[config.mk]
export PLATFORM = sky130hd
export DESIGN_NAME = pwts_cfg
export DESIGN_NICKNAME = d
export VERILOG_FILES = /design/src/hdl/pwts_pkg.sv /design/src/hdl/pwts_cfg.sv
export SDC_FILE = /design/constraint.sdc
export NUM_CORES = 1
export LEC_CHECK = 0
export ABC_AREA = 0
export ABC_CLOCK_PERIOD_IN_PS = 2100
export BUFFER_PORTS_ARGS = -buffer_cell sky130_fd_sc_hd__buf_2
export CORE_ASPECT_RATIO = 0.6
export CORE_UTILIZATION = 35
export CTS_CLUSTER_SIZE = 40
export DETAILED_ROUTE_END_ITERATION = 6
export PLACE_DENSITY = 0.62
export SKIP_CTS_REPAIR_TIMING = 1
export SLEW_MARGIN = 15
export SYNTH_ARGS = -nofsm -noshare
export SYNTH_HDL_FRONTEND = slang
export SYNTH_SLANG_ARGS = --single-unit
[constraint.sdc]
create_clock -name clk_i -period 2.1 [get_ports clk_i]
set_input_delay 0.315 -clock clk_i [delete_from_list [all_inputs] [get_ports clk_i]]
set_output_delay 0.315 -clock clk_i [all_outputs]
set_load 0.03 [all_outputs]
[src/hdl/pwts_pkg.sv]
// Shared types and constants for the perspective world-to-screen block.
// Used by every module in hdl/; depends on nothing.
`default_nettype none

package pwts_pkg;

  localparam int FRAC_BITS_DEF = 16;
  localparam int REG_COUNT     = 7;
  localparam int ADDR_W        = 6;
  localparam int DATA_W        = 64;
  // Quotient bits of the normalized coordinate; its limit is 2^(QW-1).
  localparam int QW            = 34;
  localparam int SIZE_W        = 16;

  typedef enum logic [2:0] {
    REG_ROW0_C01 = 3'd0,
    REG_ROW0_C23 = 3'd1,
    REG_ROW1_C01 = 3'd2,
    REG_ROW1_C23 = 3'd3,
    REG_ROW3_C01 = 3'd4,
    REG_ROW3_C23 = 3'd5,
    REG_SCREEN   = 3'd6
  } reg_idx_e;

  localparam logic [DATA_W-1:0] REG_RESET [REG_COUNT] = '{
    64'd65536, 64'd0, 64'd281474976710656, 64'd0,
    64'd0, 64'd281474976710656, 64'd70780800
  };

  typedef struct packed {
    logic signed [31:0] c3;
    logic signed [31:0] c2;
    logic signed [31:0] c1;
    logic signed [31:0] c0;
  } row_t;

  typedef struct packed {
    row_t              row0;
    row_t              row1;
    row_t              row3;
    logic [SIZE_W-1:0] scr_w;
    logic [SIZE_W-1:0] scr_h;
  } cfg_t;

endpackage

`default_nettype wire

[src/hdl/pwts_cfg.sv]
// APB register file holding the matrix rows and the viewport size.
// Depends on pwts_pkg.
`default_nettype none

module pwts_cfg (
  input  wire logic                          clk_i,
  input  wire logic                          rst_ni,
  input  wire logic                          psel,
  input  wire logic                          penable,
  input  wire logic                          pwrite,
  input  wire logic [pwts_pkg::ADDR_W-1:0]   paddr,
  input  wire logic [pwts_pkg::DATA_W-1:0]   pwdata,
  output logic      [pwts_pkg::DATA_W-1:0]   prdata,
  output logic                               pready,
  output pwts_pkg::cfg_t                     cfg_o
);

  logic [pwts_pkg::DATA_W-1:0] regs_q [pwts_pkg::REG_COUNT];
  logic [2:0]                  idx;
  logic                        wr_en;

  assign idx    = paddr[5:3];
  assign wr_en  = psel && penable && pwrite;
  assign pready = 1'b1;

  always_ff @(posedge clk_i or negedge rst_ni) begin
    if (!rst_ni) begin
      for (int i = 0; i < pwts_pkg::REG_COUNT; i++) regs_q[i] <= pwts_pkg::REG_RESET[i];
    end else if (wr_en && (idx < 3'(pwts_pkg::REG_COUNT))) begin
      if (idx == pwts_pkg::REG_SCREEN) begin
        regs_q[idx] <= {32'd0, pwdata[31:0]};
      end else begin
        regs_q[idx] <= pwdata;
      end
    end
  end

  always_comb begin
    if (idx < 3'(pwts_pkg::REG_COUNT)) prdata = regs_q[idx];
    else                               prdata = '0;
  end

  assign cfg_o.row0  = {regs_q[pwts_pkg::REG_ROW0_C23], regs_q[pwts_pkg::REG_ROW0_C01]};
  assign cfg_o.row1  = {regs_q[pwts_pkg::REG_ROW1_C23], regs_q[pwts_pkg::REG_ROW1_C01]};
  assign cfg_o.row3  = {regs_q[pwts_pkg::REG_ROW3_C23], regs_q[pwts_pkg::REG_ROW3_C01]};
  assign cfg_o.scr_w = regs_q[pwts_pkg::REG_SCREEN][15:0];
  assign cfg_o.scr_h = regs_q[pwts_pkg::REG_SCREEN][31:16];

endmodule

`default_nettype wire

==> qor.csv, run 1 <==
stage;metric;value;unit
outcome;run status;finished with violations;
outcome;failing checks;negative setup slack;
cts;CTS Buf Count;45;
layout;Multi-input gate area;0.00899;mm²
die;Die Height;202;µm
drt;vias per cell;5.15;
placement;DP Area;0.0252;mm²
synthesis;Yosys Warn Count;0;
sta;slew margin rel.;0.577;
synthesis;Post-synth EDFFs;0;
sta;final worst slack;-0.0576;ns
drt;drt wl/cell;25.1;µm
drt;DRT Wirelength;75700;µm
global_routing;largest net degree at the start of global routing;57;
cts;Worst-Skew Late Latency;0.58;ns
placement;dpl ws;-0.0730;ns
cts;CTS clock-pin slew for the worst setup and hold paths;0.06;ns
sta;fmax;463;MHz
power;Tot Pwr;30000;µW
layout;share of layout cells above drive strength 1;0.633;
synthesis;Netlist cell types;43;
sta;Worst Clk Skew;0;ns
critical_path;startpoint types;flip-flop;
layout;nets;2168;
critical_path;maximum fanout along the worst path;3;
layout;fin util;0.428;
cts;H-tree depth;2;
die;I/O pin total;556;
placement;global placer's final weighted congestion;0.867;
sta;Final setup viols;3;
sta;RSZ-0062 raised after global routing;true;
sta;Least-Margin Pin Slew;0.634;ns
die;die area;0.0675;mm²
die;Die X-Extent;335;µm
global_routing;global-route wire length before repair;109000;µm
layout;Area growth syn-to-layout;19.9;%
power;Pleak;0.0137;µW
critical_path;slowest CP cell;dfrtp_1;
die;placement row count;72;
synthesis;sequential element share of the synthesized area;0.483;
global_routing;vias in the first global route;15901;
drt;Pre-antenna DRT Iters;5;
synthesis;Post-synth top flop;dfrtp_1;
layout;fillers;6006;
layout;most frequent cells in the layout;buf_2, dfrtp_1, mux2_2, buf_4, mux2i_1;
layout;register area;0.0112;mm²
critical_path;Worst EP required;1.78;ns
synthesis;Syn Inst Count;1832;
sta;max-slew violations;0;
sta;Final Hold Fails;0;
worst_hold_path;Worst Hold Class;input pin to flip-flop;
cts;maximum root-to-sink buffer count;3;
critical_path;critical path class;flip-flop to primary output;
placement;PortBufs;551;
flow_run;max cap viols;0;
drt;number of vias in the routed layout;15550;
drt;Residual DRC;0;
layout;Final Non-Filler Cells;3019;
power;VDD IR max;0.643;mV
die;initial core utilization;0.357;
power;Power Dens Cells;1080;mW/mm²
drt;Initial DRC Count;966;
synthesis;Post-synth ARST share;1.00;
critical_path;largest stage delay on the critical path;0.40;ns
critical_path;critical path endpoint category;primary output;
cts;CTS tree;yes;
layout;commonest non-fill, non-tap cell in the layout;buf_2;
drt;Antenna Nets Post-Route;0;
synthesis;Syn Std Cell Area;0.0233;mm²
global_routing;gr usage total;0.216;
cts;clk sinks;448;
sta;post-layout min period;2.16;ns
global_routing;initial antenna violation count;2;
placement;DP HPWL;53300;µm
global_routing;global route total overflow;0;
die;core area;0.0650;mm²
synthesis;Mapped Nets;1907;
synthesis;Synth Area per Inst;12.7;µm²
synthesis;Yosys reg bits;448;
placement;placed cell count;2879;
cts;clk root buf;clkbuf_16;
sta;final cycle utilization of the critical path;1.03;
critical_path;crit path cell chain;mux2_4, a221oi_4, a221oi_2, buf_4;
layout;finished layout cell area;0.0279;mm²
critical_path;crit path DAT;1.84;ns
==> worst max-delay path: cells and delay by family (launching register included) <==
family | cells | cell delay (ns)
buffers and inverters | 1 | 0.20
DFF | 1 | 0.40
AOI/OAI and AO/OA | 2 | 0.36
muxes | 1 | 0.29
==> path summary, 6_finish.rpt <==
| check | startpoint | end | slack (ns) | depth (start not counted) |
|---|---|---|---|---|
| worst max-delay path | flip-flop | prdata[20] | -0.06 | 4 |
| worst min-delay path | pwdata[55] | cfg_o[151] | 0.04 | 2 |
| worst max register to register | cfg_o[202] | cfg_o[202] | 1.18 | 2 |
| worst min register to register | regs_q[34] | regs_q[34] | 0.50 | 1 |
| max in group asynchronous | rst_ni | async pin | 1.01 | 3 |
| min in group asynchronous | rst_ni | cfg_o[68] | 0.31 | 2 |
==> layer usage <==
metal	share of wire	vias up	wire length, µm	global-route usage
li1	-	6682	-	-
met1	0.43	8122	32900	0.290
met2	0.47	644	35600	0.344
met3	0.074	102	5640	0.0564
met4	0.021	0	1570	0.0597
met5	0	-	0	0
==> report_power, final <==
group / total (µW) / switching, µW / internal (µW)
clock: 8470 / 3620 / 4850
sequential: 11600 / 1320 / 10200
combinational: 10000 / 6350 / 3650
==> cell type report <==
| cell class | count | area share |
|---|---|---|
| repair buffers | 739 | 0.179 |
| multi-input cells | 856 | 0.323 |
| flip-flops and latches | 448 | 0.403 |
| diodes | 1 | 0.0000898 |
| well taps | 888 | 0.0399 |
| inverters | 3 | 0.000404 |
| clock inverters | 11 | 0.00386 |
| clock buffers | 73 | 0.0518 |
==> cell families after synthesis <==
| family | count (synthesis) | synth area share |
|---|---|---|
| buffers and inverters | 528 | 0.157 |
| other | 1 | 0.000161 |
| DFF | 448 | 0.483 |
| muxes | 573 | 0.272 |
| AOI/OAI and AO/OA | 180 | 0.0607 |
| and+or+nand+nor | 102 | 0.0280 |
==> synth_stat cells, types with 18 or more instances <==
cell type  count  area (µm²)
buf_2         61         305
a221oi_1      50         438
a211o_1       18         158
clkbuf_1      37         139
buf_4        423        3180
mux2_2       448        5040
o211ai_1      24         180
mux2i_1      111        1110
a32oi_1       23         201
dfrtp_1      437       10900
nor2b_1       44         275
a21oi_1       22         110
==> stage by stage <==
stage / hold WS (ns) / TNS [ns]
floorplan: 0.0194 / -3.72
global placement: 0.327 / -0.146
detailed placement: 0.329 / -0.247
CTS: -0.312 / -3.23
global route: 0.0140 / -1.92
finish: 0.0431 / -0.0941
Note: power is estimated with default switching activity, not from simulation.
==> run 2, diff against run 1 <==
ABC_AREA = 1   (was 0)
==> run 2 against run 1 <==
Hold slack got worse by 0.035 ns. Total power down 1.5%. Highest routed layer unchanged. Register-to-register slack improved by 0.10 ns. Routed wire length is 11% higher. Die area up 3.4%. Setup slack improved by 0.19 ns. The run now ends clean. Critical endpoint is now prdata[48]. Clock skew stayed put. Critical path type unchanged.
==> qor.csv, run 2 <==
stage;metric;value;unit;change
outcome;run status;finished clean;;
synthesis;Commonest cells post-synth;nand2_1, dfrtp_1, buf_4;;
power;Power Dens Cells;1080;mW/mm²;+0.44%
synthesis;Yosys Warn Count;0;;unchanged
synthesis;most frequent cell after synthesis;nand2_1;;
sta;Final setup viols;0;;-3
cts;clk root buf;clkbuf_16;;
sta;post-layout min period;1.97;ns;-0.188 ns
die;die area;0.0698;mm²;+3.4%
sta;RSZ-0062 raised after global routing;false;;
drt;drt wl/cell;19.2;µm;-23%
drt;highest routed layer;met4;;
synthesis;sequential element share of the synthesized area;0.467;;-0.0159
synthesis;largest cells by area after synthesis;dfrtp_1, nand2_1, buf_4, o21ai_1, o21ai_0;;
synthesis;Netlist cell types;15;;-65%
drt;met2 WL;36500;µm;+2.6%
drt;number of vias in the routed layout;20743;;+33%
drt;Residual DRC;0;;unchanged
synthesis;share of the synthesized area in the top cell type;0.455;;-0.0155
critical_path;startpoint types;flip-flop;;
critical_path;crit path DAT;1.65;ns;-0.19 ns
critical_path;maximum fanout along the worst path;3;;unchanged
layout;Area growth syn-to-layout;13.7;%;
cts;Worst-Skew Late Latency;0.57;ns;about the same
sta;fmax;508;MHz;+9.5%
sta;max-slew violations;0;;unchanged
layout;commonest non-fill, non-tap cell in the layout;nand2_1;;
cts;CTS tree;yes;;
placement;PortBufs;551;;unchanged
critical_path;reg2reg path depth;3;;+1
power;Pleak;0.0155;µW;+13%
sta;setup TNS;0;ns;+0.0941 ns
placement;DP HPWL;57400;µm;+7.8%
placement;dpl ws;0.0298;ns;+0.103 ns
power;VDD IR max;0.612;mV;-4.8%
drt;Routed met3 length;7430;µm;+32%
die;Die Height;205;µm;+1.7%
cts;CTS clock-pin slew for the worst setup and hold paths;0.06;ns;about the same
global_routing;global-route wire length before repair;123000;µm;+13%
flow_run;max cap viols;0;;unchanged
layout;nets;3474;;+60%
critical_path;reg-to-reg slack, setup;1.28;ns;+0.10 ns
drt;Metal-1 WL;38300;µm;+16%
cts;CTS Buf Count;46;;+2.2%
synthesis;Yosys reg bits;448;;unchanged
cts;clk sinks;448;;unchanged
synthesis;Post-synth top flop;dfrtp_1;;
worst_hold_path;Worst Hold Class;input pin to flip-flop;;
layout;share of layout cells above drive strength 1;0.211;;-0.422
placement;placed cell count;4198;;+46%
power;Tot Pwr;29600;µW;-1.5%
sta;hold slack;0.00794;ns;-0.0351 ns
sta;Worst Clk Skew;0;ns;unchanged
synthesis;Post-synth EDFFs;0;;unchanged
drt;Pre-antenna DRT Iters;6;;+1
worst_hold_path;hold_sp;pwdata[32];;
drt;Antenna Nets Post-Route;0;;unchanged
global_routing;gr usage total;0.232;;+0.0164
drt;Initial DRC Count;1961;;+100%
sta;Least-Margin Pin Slew;0.787;ns;+0.153 ns
global_routing;largest net degree at the start of global routing;111;;+95%
layout;most frequent cells in the layout;nand2_1, buf_2, dfrtp_1, o21ai_1, inv_1;;
synthesis;Syn Inst Count;3261;;+78%
synthesis;Syn Std Cell Area;0.0240;mm²;+3.4%
critical_path;critical path endpoint category;primary output;;
die;placement row count;74;;+2.8%
die;core area;0.0680;mm²;+4.5%
die;Die X-Extent;340;µm;+1.7%
synthesis;Synth Area per Inst;7.37;µm²;-42%
layout;Final Non-Filler Cells;4349;;+44%
drt;vias per cell;4.77;;-7.4%
sta;final cycle utilization of the critical path;0.938;;-0.0894
drt;DRT Wirelength;83700;µm;+11%
placement;global placer's final weighted congestion;0.869;;+0.14%
sta;final worst slack;0.130;ns;+0.188 ns
cts;H-tree depth;2;;unchanged
worst_hold_path;Worst Hold End;cfg_o[320];;
global_routing;vias in the first global route;18695;;+18%
layout;n_diodes;0;;-1
critical_path;Worst EP required;1.78;ns;about the same
die;I/O pin total;556;;unchanged
synthesis;Post-synth ARST share;1.00;;unchanged
critical_path;critical path class;flip-flop to primary output;;
sta;Final Hold Fails;0;;unchanged
die;initial core utilization;0.354;;-0.00368
global_routing;global route total overflow;0;;unchanged
worst_hold_path;Hold Path Cell Cnt;3;;+1
sta;slew margin rel.;0.475;;-0.102
synthesis;largest area contributor in the netlist;dfrtp_1;;
cts;maximum root-to-sink buffer count;3;;unchanged
global_routing;initial antenna violation count;1;;-1
synthesis;Mapped Nets;3336;;+75%
[run 2: changes by cell type in the layout (fill, tap and decap cells not counted), sizes merged, moves of 22 or more]
cell         previous run  this run
mux2                  462         0
nand3                  12        72
o211ai                 24         0
a221oi                 50         0
o21ai                  13       416
buf                   736       626
nand2                   1      1504
a32oi                  23         0
inv                     5       180
nor2b                  44         0
mux2i                 111         0
dlygate4sd3             1        64
a21oi                  22         0
[run 2: worst max-delay path by stage]
| stage | depth (start not counted) | slack (ns) | from | end |
|---|---|---|---|---|
| final | 7 | 0.13 | cfg_o[208] | prdata[48] |
| after global routing | 7 | 0.007 | flip-flop | prdata[22] |
| after CTS | 7 | 0.08 | cfg_o[208] | prdata[48] |
| after detailed placement | 7 | 0.03 | paddr[4] | flip-flop |
| after global placement | 7 | 0.07 | paddr[4] | flip-flop |
| after floorplan | 10 | 0.35 | paddr[3] | prdata[43] |
[run 2: critical path, stage by stage, from the launching register on]
cell     delay [ns]
dfstp_2        0.55
nand2_1        0.06
nand2_1        0.07
nand2_1        0.04
nand2_1        0.06
nand2_1        0.04
nand2_1        0.07
buf_2          0.19
[run 2: through the flow]
stage                      util  instance area (µm²)
after detailed placement  0.370                25100
after floorplan               -                24000
final                     0.402                27300
after global placement    0.370                25100
after CTS                 0.393                26700
after global routing      0.402                27300
[run 2: area by class of cell]
| class | count | area, µm² |
|---|---|---|
| Clock buffer | 71 | 1390 |
| Clock inverter | 15 | 161 |
| Fill cell | 7031 | 40600 |
| Inverter | 181 | 691 |
| Multi-Input combinational cell | 2031 | 8350 |
| Sequential cell | 448 | 11200 |
| Tap cell | 912 | 1140 |
| Timing Repair Buffer | 691 | 4380 |
[run 2: kinds of logic (layout without fill, tap and decap cells)]
| family | Yosys count | after routing | synth area share |
|---|---|---|---|
| AO/OA/AOI/OAI | 416 | 416 | 0.0866 |
| buffers and inverters | 782 | 958 | 0.190 |
| flip-flops | 448 | 448 | 0.467 |
| other | 1 | 1 | 0.000156 |
| AND/OR/NAND/NOR | 1614 | 1614 | 0.256 |
[run 2: routing by layer]
| metal | track usage | vias to the layer above |
|---|---|---|
| li1 | - | 9928 |
| met1 | 0.343 | 9820 |
| met2 | 0.345 | 896 |
| met3 | 0.0511 | 99 |
| met4 | 0.0500 | 0 |
| met5 | 0 | - |
[run 2: power breakdown]
group	internal [µW]	total, µW	switching, µW
combinational	2610	9360	6760
clock	4940	8560	3630
sequential	10300	11700	1360
total	17800	29600	11700
